===== config.mk =====
export PLATFORM = sky130hd
export DESIGN_NAME = stopwatch_laps_countdown_timer_unit
export DESIGN_NICKNAME = d
export VERILOG_FILES = /design/src/sv/swlct_pkg.sv /design/src/sv/swlct_ram.sv /design/src/sv/swlct_queue.sv /design/src/sv/swlct_front.sv /design/src/sv/swlct_back.sv /design/src/sv/stopwatch_laps_countdown_timer_unit.sv
export SDC_FILE = /design/constraint.sdc
export NUM_CORES = 1
export LEC_CHECK = 0
export BUFFER_PORTS_ARGS = -buffer_cell sky130_fd_sc_hd__buf_2
export CAP_MARGIN = 20
export CORE_MARGIN = 2
export CORE_UTILIZATION = 65
export DETAILED_ROUTE_END_ITERATION = 8
export PLACE_DENSITY = 0.92
export SETUP_SLACK_MARGIN = 0.4
export SLEW_MARGIN = 25
export SYNTH_ARGS = -nofsm -noshare
export SYNTH_HDL_FRONTEND = slang
export SYNTH_SLANG_ARGS = --single-unit
export TNS_END_PERCENT = 100

===== constraint.sdc =====
create_clock -name clk -period 7.35 [get_ports clk]
set_clock_uncertainty 0.15 [all_clocks]
set_input_delay 1.47 -clock clk [delete_from_list [all_inputs] [get_ports clk]]
set_output_delay 1.47 -clock clk [all_outputs]
set_load 0.02 [all_outputs]

===== src/sv/swlct_pkg.sv =====
package swlct_pkg;

  localparam int MODE_W     = 4;
  localparam int LAP_IDX_W  = 5;
  localparam int SW_MS_W    = 32;
  localparam int SW_MIN_W   = 17;
  localparam int SW_SEC_W   = 6;
  localparam int SW_CS_W    = 7;
  localparam int SW_SUB_W   = 4;
  localparam int TMR_MIN_W  = 7;
  localparam int TMR_SEC_W  = 6;
  localparam int TMR_MS_W   = 10;

  localparam logic [MODE_W-1:0] MODE_TICK      = 4'd0;
  localparam logic [MODE_W-1:0] MODE_SW_TOGGLE = 4'd1;
  localparam logic [MODE_W-1:0] MODE_LAP       = 4'd2;
  localparam logic [MODE_W-1:0] MODE_SW_CLEAR  = 4'd3;
  localparam logic [MODE_W-1:0] MODE_MIN_UP    = 4'd4;
  localparam logic [MODE_W-1:0] MODE_MIN_DN    = 4'd5;
  localparam logic [MODE_W-1:0] MODE_SEC_UP    = 4'd6;
  localparam logic [MODE_W-1:0] MODE_SEC_DN    = 4'd7;
  localparam logic [MODE_W-1:0] MODE_TMR_START = 4'd8;
  localparam logic [MODE_W-1:0] MODE_READ_LAP  = 4'd9;

  localparam logic [SW_SUB_W-1:0]  SUB_LAST      = 4'd9;
  localparam logic [SW_CS_W-1:0]   CS_LAST       = 7'd99;
  localparam logic [SW_SEC_W-1:0]  SW_SEC_LAST   = 6'd59;
  localparam logic [TMR_MIN_W-1:0] TMR_MIN_LAST  = 7'd99;
  localparam logic [TMR_MIN_W-1:0] TMR_MIN_RESET = 7'd5;
  localparam logic [TMR_SEC_W-1:0] TMR_SEC_LAST  = 6'd59;
  localparam logic [TMR_SEC_W-1:0] TMR_SEC_STEP  = 6'd5;
  localparam logic [TMR_SEC_W-1:0] TMR_SEC_TOP   = 6'd55;
  localparam logic [TMR_MS_W-1:0]  TMR_MS_LAST   = 10'd999;

  typedef enum logic [3:0] {
    OP_NONE,
    OP_TICK,
    OP_SW_TOGGLE,
    OP_LAP,
    OP_SW_CLEAR,
    OP_MIN_UP,
    OP_MIN_DN,
    OP_SEC_UP,
    OP_SEC_DN,
    OP_TMR_START,
    OP_READ_LAP
  } op_t;

  typedef struct packed {
    op_t                  op;
    logic                 in_range;
    logic [LAP_IDX_W-1:0] idx;
  } entry_t;

endpackage


===== src/sv/swlct_ram.sv =====
module swlct_ram #(
  parameter int WIDTH = 32,
  parameter int DEPTH = 20
) (
  input  logic                                     clk,
  input  logic                                     we,
  input  logic [(DEPTH > 1 ? $clog2(DEPTH) : 1)-1:0] waddr,
  input  logic [WIDTH-1:0]                         wdata,
  input  logic                                     re,
  input  logic [(DEPTH > 1 ? $clog2(DEPTH) : 1)-1:0] raddr,
  output logic [WIDTH-1:0]                         rdata
);

  logic [WIDTH-1:0] mem [DEPTH];

  always_ff @(posedge clk) begin
    if (we) begin
      mem[waddr] <= wdata;
    end
    if (re) begin
      rdata <= mem[raddr];
    end
  end

endmodule


===== src/sv/swlct_queue.sv =====
module swlct_queue (
  input  logic              clk,
  input  logic              rst,
  input  logic              push_valid,
  output logic              push_stall,
  input  swlct_pkg::entry_t push_entry,
  output logic              pop_valid,
  input  logic              pop_stall,
  output swlct_pkg::entry_t pop_entry
);

  import swlct_pkg::*;

  entry_t     slot [2];
  logic       wr_ptr;
  logic       rd_ptr;
  logic [1:0] count;
  logic       push;
  logic       pop;

  assign push_stall = (count == 2'd2);
  assign pop_valid  = (count != 2'd0);
  assign pop_entry  = slot[rd_ptr];
  assign push       = push_valid && !push_stall;
  assign pop        = pop_valid && !pop_stall;

  always_ff @(posedge clk) begin
    if (push) begin
      slot[wr_ptr] <= push_entry;
    end
  end

  always_ff @(posedge clk) begin
    if (rst) begin
      wr_ptr <= 1'b0;
      rd_ptr <= 1'b0;
      count  <= 2'd0;
    end else begin
      if (push) begin
        wr_ptr <= !wr_ptr;
      end
      if (pop) begin
        rd_ptr <= !rd_ptr;
      end
      count <= count + {1'b0, push} - {1'b0, pop};
    end
  end

endmodule


===== src/sv/swlct_front.sv =====
module swlct_front #(
  parameter int LAP_DEPTH = 20
) (
  input  logic                                 item_valid,
  output logic                                 item_stall,
  input  logic [swlct_pkg::MODE_W-1:0]         mode,
  input  logic [swlct_pkg::LAP_IDX_W-1:0]      lap_index,
  output logic                                 push_valid,
  input  logic                                 push_stall,
  output swlct_pkg::entry_t                    push_entry
);

  import swlct_pkg::*;

  op_t op;

  always_comb begin
    case (mode)
      MODE_TICK:      op = OP_TICK;
      MODE_SW_TOGGLE: op = OP_SW_TOGGLE;
      MODE_LAP:       op = OP_LAP;
      MODE_SW_CLEAR:  op = OP_SW_CLEAR;
      MODE_MIN_UP:    op = OP_MIN_UP;
      MODE_MIN_DN:    op = OP_MIN_DN;
      MODE_SEC_UP:    op = OP_SEC_UP;
      MODE_SEC_DN:    op = OP_SEC_DN;
      MODE_TMR_START: op = OP_TMR_START;
      MODE_READ_LAP:  op = OP_READ_LAP;
      default:        op = OP_NONE;
    endcase
  end

  assign push_entry.op       = op;
  assign push_entry.in_range = (7'(lap_index) < 7'(LAP_DEPTH));
  assign push_entry.idx      = lap_index;
  assign push_valid          = item_valid;
  assign item_stall          = push_stall;

endmodule


===== src/sv/swlct_back.sv =====
module swlct_back #(
  parameter int LAP_DEPTH = 20
) (
  input  logic                                    clk,
  input  logic                                    rst,
  input  logic                                    pop_valid,
  output logic                                    pop_stall,
  input  swlct_pkg::entry_t                       pop_entry,
  output logic                                    result_valid,
  input  logic                                    result_stall,
  output logic [swlct_pkg::SW_MIN_W-1:0]          sw_minutes,
  output logic [swlct_pkg::SW_SEC_W-1:0]          sw_seconds,
  output logic [swlct_pkg::SW_CS_W-1:0]           sw_centis,
  output logic                                    sw_active,
  output logic [$clog2(LAP_DEPTH+1)-1:0]          laps_held,
  output logic [swlct_pkg::SW_MS_W-1:0]           lap_ms,
  output logic [swlct_pkg::TMR_MIN_W-1:0]         timer_minutes_shown,
  output logic [swlct_pkg::TMR_SEC_W-1:0]         timer_seconds_shown,
  output logic                                    timer_active,
  output logic                                    alarm_on,
  output logic                                    alarm_pulse
);

  import swlct_pkg::*;

  localparam int CW = $clog2(LAP_DEPTH + 1);
  localparam int AW = (LAP_DEPTH > 1) ? $clog2(LAP_DEPTH) : 1;

  logic                 take;

  logic                 sw_run, sw_run_next;
  logic [SW_MS_W-1:0]   sw_ms, sw_ms_next;
  logic [SW_SUB_W-1:0]  sw_sub, sw_sub_next;
  logic [SW_CS_W-1:0]   sw_cs, sw_cs_next;
  logic [SW_SEC_W-1:0]  sw_sec, sw_sec_next;
  logic [SW_MIN_W-1:0]  sw_min, sw_min_next;
  logic [CW-1:0]        lap_total, lap_total_next;
  logic [TMR_MIN_W-1:0] set_min, set_min_next;
  logic [TMR_SEC_W-1:0] set_sec, set_sec_next;
  logic                 tmr_run, tmr_run_next;
  logic [TMR_MS_W-1:0]  t_ms, t_ms_next;
  logic [TMR_SEC_W-1:0] t_sec, t_sec_next;
  logic [TMR_MIN_W-1:0] t_min, t_min_next;
  logic                 alarm, alarm_next;
  logic                 pulse, pulse_next;
  logic                 lap_hit, lap_hit_next;

  logic                 ram_we;
  logic                 ram_re;
  logic [AW-1:0]        ram_waddr;
  logic [AW-1:0]        ram_raddr;
  logic [SW_MS_W-1:0]   ram_rdata;
  logic [6:0]           idx_wide;
  logic                 t_last;

  assign take      = pop_valid && (!result_valid || !result_stall);
  assign pop_stall = result_valid && result_stall;

  assign idx_wide  = 7'(pop_entry.idx);
  assign ram_raddr = idx_wide[AW-1:0];
  assign ram_waddr = lap_total[AW-1:0];
  assign t_last    = (t_min == '0) && (t_sec == '0) && (t_ms == TMR_MS_W'(1));

  always_comb begin
    sw_run_next    = sw_run;
    sw_ms_next     = sw_ms;
    sw_sub_next    = sw_sub;
    sw_cs_next     = sw_cs;
    sw_sec_next    = sw_sec;
    sw_min_next    = sw_min;
    lap_total_next = lap_total;
    set_min_next   = set_min;
    set_sec_next   = set_sec;
    tmr_run_next   = tmr_run;
    t_ms_next      = t_ms;
    t_sec_next     = t_sec;
    t_min_next     = t_min;
    alarm_next     = alarm;
    pulse_next     = 1'b0;
    lap_hit_next   = 1'b0;
    ram_we         = 1'b0;
    ram_re         = 1'b0;
    case (pop_entry.op)
      OP_TICK: begin
        if (sw_run) begin
          sw_ms_next = sw_ms + SW_MS_W'(1);
          if (sw_ms == '1) begin
            sw_sub_next = '0;
            sw_cs_next  = '0;
            sw_sec_next = '0;
            sw_min_next = '0;
          end else if (sw_sub != SUB_LAST) begin
            sw_sub_next = sw_sub + SW_SUB_W'(1);
          end else begin
            sw_sub_next = '0;
            if (sw_cs != CS_LAST) begin
              sw_cs_next = sw_cs + SW_CS_W'(1);
            end else begin
              sw_cs_next = '0;
              if (sw_sec != SW_SEC_LAST) begin
                sw_sec_next = sw_sec + SW_SEC_W'(1);
              end else begin
                sw_sec_next = '0;
                sw_min_next = sw_min + SW_MIN_W'(1);
              end
            end
          end
        end
        if (tmr_run) begin
          if (t_ms != '0) begin
            t_ms_next = t_ms - TMR_MS_W'(1);
          end else begin
            t_ms_next = TMR_MS_LAST;
            if (t_sec != '0) begin
              t_sec_next = t_sec - TMR_SEC_W'(1);
            end else begin
              t_sec_next = TMR_SEC_LAST;
              t_min_next = t_min - TMR_MIN_W'(1);
            end
          end
          if (t_last) begin
            tmr_run_next = 1'b0;
            alarm_next   = 1'b1;
            pulse_next   = 1'b1;
          end
        end
      end
      OP_SW_TOGGLE: begin
        sw_run_next = !sw_run;
      end
      OP_LAP: begin
        if (sw_run && (lap_total < CW'(LAP_DEPTH))) begin
          ram_we         = take;
          lap_total_next = lap_total + CW'(1);
        end
      end
      OP_SW_CLEAR: begin
        sw_run_next    = 1'b0;
        sw_ms_next     = '0;
        sw_sub_next    = '0;
        sw_cs_next     = '0;
        sw_sec_next    = '0;
        sw_min_next    = '0;
        lap_total_next = '0;
      end
      OP_MIN_UP, OP_MIN_DN, OP_SEC_UP, OP_SEC_DN, OP_TMR_START: begin
        if (alarm) begin
          alarm_next = 1'b0;
        end else if (!tmr_run) begin
          case (pop_entry.op)
            OP_MIN_UP: begin
              set_min_next = (set_min == TMR_MIN_LAST) ? '0 : set_min + TMR_MIN_W'(1);
            end
            OP_MIN_DN: begin
              set_min_next = (set_min == '0) ? TMR_MIN_LAST : set_min - TMR_MIN_W'(1);
            end
            OP_SEC_UP: begin
              set_sec_next = (set_sec >= TMR_SEC_TOP) ? '0 : set_sec + TMR_SEC_STEP;
            end
            OP_SEC_DN: begin
              set_sec_next = (set_sec >= TMR_SEC_STEP) ? set_sec - TMR_SEC_STEP
                                                       : TMR_SEC_TOP;
            end
            default: begin
              if ((set_min != '0) || (set_sec != '0)) begin
                tmr_run_next = 1'b1;
                t_ms_next    = '0;
                t_sec_next   = set_sec;
                t_min_next   = set_min;
              end
            end
          endcase
        end
      end
      OP_READ_LAP: begin
        ram_re       = take;
        lap_hit_next = pop_entry.in_range && (CW'(ram_raddr) < lap_total);
      end
      default: begin
      end
    endcase
  end

  swlct_ram #(
    .WIDTH (SW_MS_W),
    .DEPTH (LAP_DEPTH)
  ) u_lap_ram (
    .clk   (clk),
    .we    (ram_we),
    .waddr (ram_waddr),
    .wdata (sw_ms),
    .re    (ram_re),
    .raddr (ram_raddr),
    .rdata (ram_rdata)
  );

  always_ff @(posedge clk) begin
    if (rst) begin
      result_valid <= 1'b0;
      sw_run       <= 1'b0;
      sw_ms        <= '0;
      sw_sub       <= '0;
      sw_cs        <= '0;
      sw_sec       <= '0;
      sw_min       <= '0;
      lap_total    <= '0;
      set_min      <= TMR_MIN_RESET;
      set_sec      <= '0;
      tmr_run      <= 1'b0;
      t_ms         <= '0;
      t_sec        <= '0;
      t_min        <= '0;
      alarm        <= 1'b0;
      pulse        <= 1'b0;
      lap_hit      <= 1'b0;
    end else if (take) begin
      result_valid <= 1'b1;
      sw_run       <= sw_run_next;
      sw_ms        <= sw_ms_next;
      sw_sub       <= sw_sub_next;
      sw_cs        <= sw_cs_next;
      sw_sec       <= sw_sec_next;
      sw_min       <= sw_min_next;
      lap_total    <= lap_total_next;
      set_min      <= set_min_next;
      set_sec      <= set_sec_next;
      tmr_run      <= tmr_run_next;
      t_ms         <= t_ms_next;
      t_sec        <= t_sec_next;
      t_min        <= t_min_next;
      alarm        <= alarm_next;
      pulse        <= pulse_next;
      lap_hit      <= lap_hit_next;
    end else if (!result_stall) begin
      result_valid <= 1'b0;
    end
  end

  assign sw_minutes          = sw_min;
  assign sw_seconds          = sw_sec;
  assign sw_centis           = sw_cs;
  assign sw_active           = sw_run;
  assign laps_held           = lap_total;
  assign lap_ms              = lap_hit ? ram_rdata : '0;
  assign timer_minutes_shown = alarm ? '0 : (tmr_run ? t_min : set_min);
  assign timer_seconds_shown = alarm ? '0 : (tmr_run ? t_sec : set_sec);
  assign timer_active        = tmr_run;
  assign alarm_on            = alarm;
  assign alarm_pulse         = pulse;

  a_run_alarm_excl: assert property (@(posedge clk) disable iff (rst)
    !(tmr_run && alarm))
    else $error("countdown running while alarm pending");

  a_pulse_sets_alarm: assert property (@(posedge clk) disable iff (rst)
    result_valid && pulse |-> alarm && !tmr_run)
    else $error("expiry pulse without alarm");

  a_expire: assert property (@(posedge clk) disable iff (rst)
    take && (pop_entry.op == OP_TICK) && tmr_run && t_last |=> alarm && pulse)
    else $error("countdown missed expiry");

  a_lap_hit_stored: assert property (@(posedge clk) disable iff (rst)
    result_valid && lap_hit |-> (lap_total != '0) && (lap_total <= CW'(LAP_DEPTH)))
    else $error("lap read beyond recorded laps");

endmodule


===== src/sv/stopwatch_laps_countdown_timer_unit.sv =====
// Stopwatch with lap memory and countdown timer.
// Input channel (item_valid/item_stall, mode, lap_index): one request per
// millisecond tick or command. Output channel (result_valid/result_stall):
// exactly one result per request, in order, showing the state after that
// request is applied; lap_ms carries the requested lap for a lap read.
// A request accepted into the queue is registered there, then taken by the
// back end, which registers the state after it as the result. One request
// per cycle is sustained while result_stall is low; the state update and
// the lap store read both happen when the back end takes a request, with
// the lap store read data registered in the RAM alongside the result.
// A two-entry queue sits between decode and execute. When result_stall is
// held, the result holds, execution stops, the queue fills, and item_stall
// rises as soon as the queue holds two requests.
// Reset (rst, synchronous) empties the queue, stops both clocks, clears the
// elapsed time, lap count and alarm, and sets the countdown to 5:00. The lap
// store is not cleared; only entries below the lap count are shown on lap_ms.
module stopwatch_laps_countdown_timer_unit #(
  parameter int LAP_DEPTH = 20
) (
  input  logic                                clk,
  input  logic                                rst,
  input  logic                                item_valid,
  output logic                                item_stall,
  input  logic [swlct_pkg::MODE_W-1:0]        mode,
  input  logic [swlct_pkg::LAP_IDX_W-1:0]     lap_index,
  output logic                                result_valid,
  input  logic                                result_stall,
  output logic [swlct_pkg::SW_MIN_W-1:0]      sw_minutes,
  output logic [swlct_pkg::SW_SEC_W-1:0]      sw_seconds,
  output logic [swlct_pkg::SW_CS_W-1:0]       sw_centis,
  output logic                                sw_active,
  output logic [$clog2(LAP_DEPTH+1)-1:0]      laps_held,
  output logic [swlct_pkg::SW_MS_W-1:0]       lap_ms,
  output logic [swlct_pkg::TMR_MIN_W-1:0]     timer_minutes_shown,
  output logic [swlct_pkg::TMR_SEC_W-1:0]     timer_seconds_shown,
  output logic                                timer_active,
  output logic                                alarm_on,
  output logic                                alarm_pulse
);

  import swlct_pkg::*;

  logic   push_valid;
  logic   push_stall;
  entry_t push_entry;
  logic   pop_valid;
  logic   pop_stall;
  entry_t pop_entry;

  swlct_front #(
    .LAP_DEPTH (LAP_DEPTH)
  ) u_front (
    .item_valid (item_valid),
    .item_stall (item_stall),
    .mode       (mode),
    .lap_index  (lap_index),
    .push_valid (push_valid),
    .push_stall (push_stall),
    .push_entry (push_entry)
  );

  swlct_queue u_queue (
    .clk        (clk),
    .rst        (rst),
    .push_valid (push_valid),
    .push_stall (push_stall),
    .push_entry (push_entry),
    .pop_valid  (pop_valid),
    .pop_stall  (pop_stall),
    .pop_entry  (pop_entry)
  );

  swlct_back #(
    .LAP_DEPTH (LAP_DEPTH)
  ) u_back (
    .clk                 (clk),
    .rst                 (rst),
    .pop_valid           (pop_valid),
    .pop_stall           (pop_stall),
    .pop_entry           (pop_entry),
    .result_valid        (result_valid),
    .result_stall        (result_stall),
    .sw_minutes          (sw_minutes),
    .sw_seconds          (sw_seconds),
    .sw_centis           (sw_centis),
    .sw_active           (sw_active),
    .laps_held           (laps_held),
    .lap_ms              (lap_ms),
    .timer_minutes_shown (timer_minutes_shown),
    .timer_seconds_shown (timer_seconds_shown),
    .timer_active        (timer_active),
    .alarm_on            (alarm_on),
    .alarm_pulse         (alarm_pulse)
  );

endmodule

==> out/qor.yml <==
place:
  portBuffers: 98
  globalplace.congestion: 0.887
  dpl.hpwl_mm: 51.8
  pre_cts_ws_ns: 2.06
  placed_area_um2: 35300
clock_network:
  htreeDepth: 3
  cts_buffers: 79
  cts_setup_buffers: 0
  ctsHoldBuffers: 0
  cts_repair_resize_count: 0
  cts_buffer_depth: 3
  cts_root_buffer: "clkbuf_16"
  clk_pin_slew_ns: 0.06
  cts_tree: "built"
  cts_num_sinks: 810
  insertion_delay_ns: 0.64
synthesis:
  synth_flop_cell: "edfxtp_1"
  ys_async_sr_fraction_pct: 0
  synth_edf_count: 692
  synth.avg_cell_area_um2: 12.5
  syn-cell-area_um2: 34300
  ys_ff_latch: 810
  ys_seq_area_share_pct: 67.5
  synth_cells: 2740
  synth_cell_types: 89
  yosys_warnings: 0
  synth_nets: 2786
power_and_ir_drop:
  p_comb_share_pct: 24.0
  p_switching_mw: 3.89
  p_per_area_nw_per_um2: 320
  swShare_pct: 31.8
  ir_drop_mv: 0.255
  power.internal_mw: 8.35
  clock_power_share_pct: 34.2
  static-leakage-power_nw: 13.5
  seqPwrFrac_pct: 41.9
floorplanning:
  die_y_um: 234
  fp.dieArea_um2: 54600
  ios: 99
  coreArea_um2: 52300
  std_cell_rows: 84
  die-width_um: 234
  start_util_pct: 65.5
global_routing:
  grt_start_max_net_pins: 179
  grt_usage_pct: 33.4
  grt_pass1_vias: 24000
  antenna_found_initial: 5
  grt_overflow: 0
  grt_pass1_wl_mm: 137
setup_path:
  crit_fanout: 32
  crit_path_start_kind: "input port"
  cp_data_arrival_time_ns: 4.93
  cp_common_cell: "nand2_1"
  critPathMaxStageDelay_ns: 1.01
  cp_num_buf_inv: 2
  critPathKind: "in2reg"
  required_ns: 7.44
  critPathCaptureType: "register"
  cp_cell_sequence: "buf_2 > nand2_1 > o21ai_1 > inv_1 > nand2_1 > nor4_2 > nand2_1 > nor2_4"
  path_delay_family: "simple AND/OR/NAND/NOR gates"
  cp_slowest_cell: "nor2_4"
final_layout:
  fin_nets: 2826
  area_growth_pct: 11.6
  final_common_cell: "edfxtp_1"
  layout_common_cells: "edfxtp_1 (692), nand2_1 (615), and3_1 (146)"
  final.fill_count: 2943
  drive_above_1_share_pct: 12.5
  utilization_pct: 73.1
  design_area_um2: 38200
sta:
  fmax_mhz: 207
  final-hold-violation-count: 0
  postLayoutSetupSlackWorst_ns: 2.51
  slew_violations: 0
  tns_ns: 0
  min_period_ns: 4.84
  maxSlewHeadroom_pct: 25.6
  worst-slew-pin-transition_ns: 1.11
  hold_slack_ns: 0.311
  min_period_over_period_pct: 65.8
  final-setup-viol-count: 0
  rsz0062_at_grt: "false"
job:
  maxCapViolCount: 0
routing:
  drtAntennaViolNets: 0
  vias_per_cell: 6.98
  wl_per_cell_um: 26.1
  route.detailed.drc: 0
  firstDrtPassIters: 8
  num_vias: 24700
  drtIter0Drc: 4088
  routed_wl_mm: 92.2
min_path:
  hp-class: "reg2reg"
outcome:
  outcome: "completed"
worst min-delay path: stages (launching register included):
cell	delay, ns
dfxtp_1	0.31
nand2_1	0.05
a21oi_1	0.05
final cells by class:
| class | instances | area (um^2) | share of cell area (%) |
|---|---|---|---|
| antenna | 1 | 2.50 | 0.00654 |
| clock buffer | 96 | 2110 | 5.53 |
| clock inverter | 51 | 537 | 1.40 |
| inverter | 32 | 123 | 0.321 |
| multi-input combinational | 1731 | 10600 | 27.7 |
| sequential | 810 | 23100 | 60.5 |
| tap | 688 | 861 | 2.25 |
| timing repair buffer | 126 | 872 | 2.28 |
Yosys cell counts, types with 8 or more instances:
cell | instances | share of area, %
a311oi_1 | 133 | 3.4
buf_2 | 25 | 0.37
dfxtp_1 | 118 | 6.9
mux4_2 | 32 | 2.1
edfxtp_1 | 692 | 61
mux2i_1 | 29 | 0.85
inv_1 | 31 | 0.34
nor2_1 | 134 | 1.5
o211ai_1 | 12 | 0.26
o21ai_0 | 115 | 1.7
and2_1 | 48 | 0.88
nand3b_1 | 10 | 0.22
xor2_1 | 38 | 0.97
or4_1 | 8 | 0.18
a211oi_1 | 10 | 0.22
and3_1 | 147 | 2.7
or3_1 | 20 | 0.37
buf_1 | 16 | 0.18
a21oi_1 | 67 | 0.98
xnor2_1 | 10 | 0.26
nor3_1 | 21 | 0.31
nand4_1 | 21 | 0.38
nand3_1 | 81 | 1.2
clkbuf_1 | 123 | 1.3
ha_1 | 33 | 1.2
nand2_1 | 615 | 6.7
registers in the layout (all words and copies together) (netlist names), named ones only:
| signal | cells |
|---|---|
| u_back.sw_centis | 7 |
| u_back.alarm_pulse | 1 |
| u_back.lap_hit | 1 |
| u_back.set_sec | 6 |
| u_back.sw_sub | 4 |
| u_queue.wr_ptr | 1 |
| u_queue.count | 2 |
| u_queue.slot | 20 |
| u_back.t_ms | 10 |
| u_back.u_lap_ram.rdata | 32 |
| u_back.t_min | 7 |
| u_back.sw_seconds | 6 |
| u_back.timer_active | 1 |
| u_back.t_sec | 6 |
| u_back.sw_ms | 32 |
| u_back.alarm_on | 1 |
| u_back.result_valid | 1 |
| u_back.u_lap_ram.mem | 640 |
| u_back.laps_held | 5 |
| u_back.sw_active | 1 |
| u_back.set_min | 7 |
| u_back.sw_minutes | 17 |
| u_queue.rd_ptr | 1 |
power by group through the flow:
stage,logic (mW),registers [mW],clock network (mW)
3_3_place_gp,2.60,5.21,0
4_1_cts,2.83,5.12,4.17
2_1_floorplan,1.98,5.19,0
5_1_grt,3.11,5.13,4.35
6_report,2.94,5.13,4.18
3_5_place_dp,2.75,5.22,0
final timing paths:
kind | cells past startpoint | start | endpoint | slack, ns
min reg2reg | 2 | u_back.lap_hit | u_back.lap_hit | 0.31
max reg2reg | 6 | register | u_back.u_lap_ram.mem[17][10] | 2.82
min | 2 | u_back.lap_hit | u_back.lap_hit | 0.31
max | 8 | result_stall | u_back.u_lap_ram.mem[17][10] | 2.51
metal layers:
metal	track usage (%)	routed length, um
met5	0	57
met1	42.5	30800
met3	8.09	12300
met4	14.2	4060
met2	55.2	44900
metrics by stage:
| step | power (mW) | instances |
|---|---|---|
| global placement | 7.81 | 3377 |
| detailed placement | 7.97 | 3378 |
| finish | 12.2 | 3535 |
| global route | 12.6 | 3534 |
| CTS | 12.1 | 3525 |
| floorplan | 7.17 | 2740 |
logic make-up (layout without fill, tap and decap cells):
group                      count (synthesis)  in the layout  synth area share, %
and+or+nand+nor                         1163           1163                 15.8
AOI/OAI and AO/OA                        418            418                 8.69
muxes                                     69             69                 3.21
xor gates and xnor gates                  48             48                 1.23
other                                      0              1                    0
adders and majority gates                 33             33                 1.20
buffers and inverters                    199            305                 2.32
DFF                                      810            810                 67.5
No activity file was read; power rests on OpenSTA's default activity.
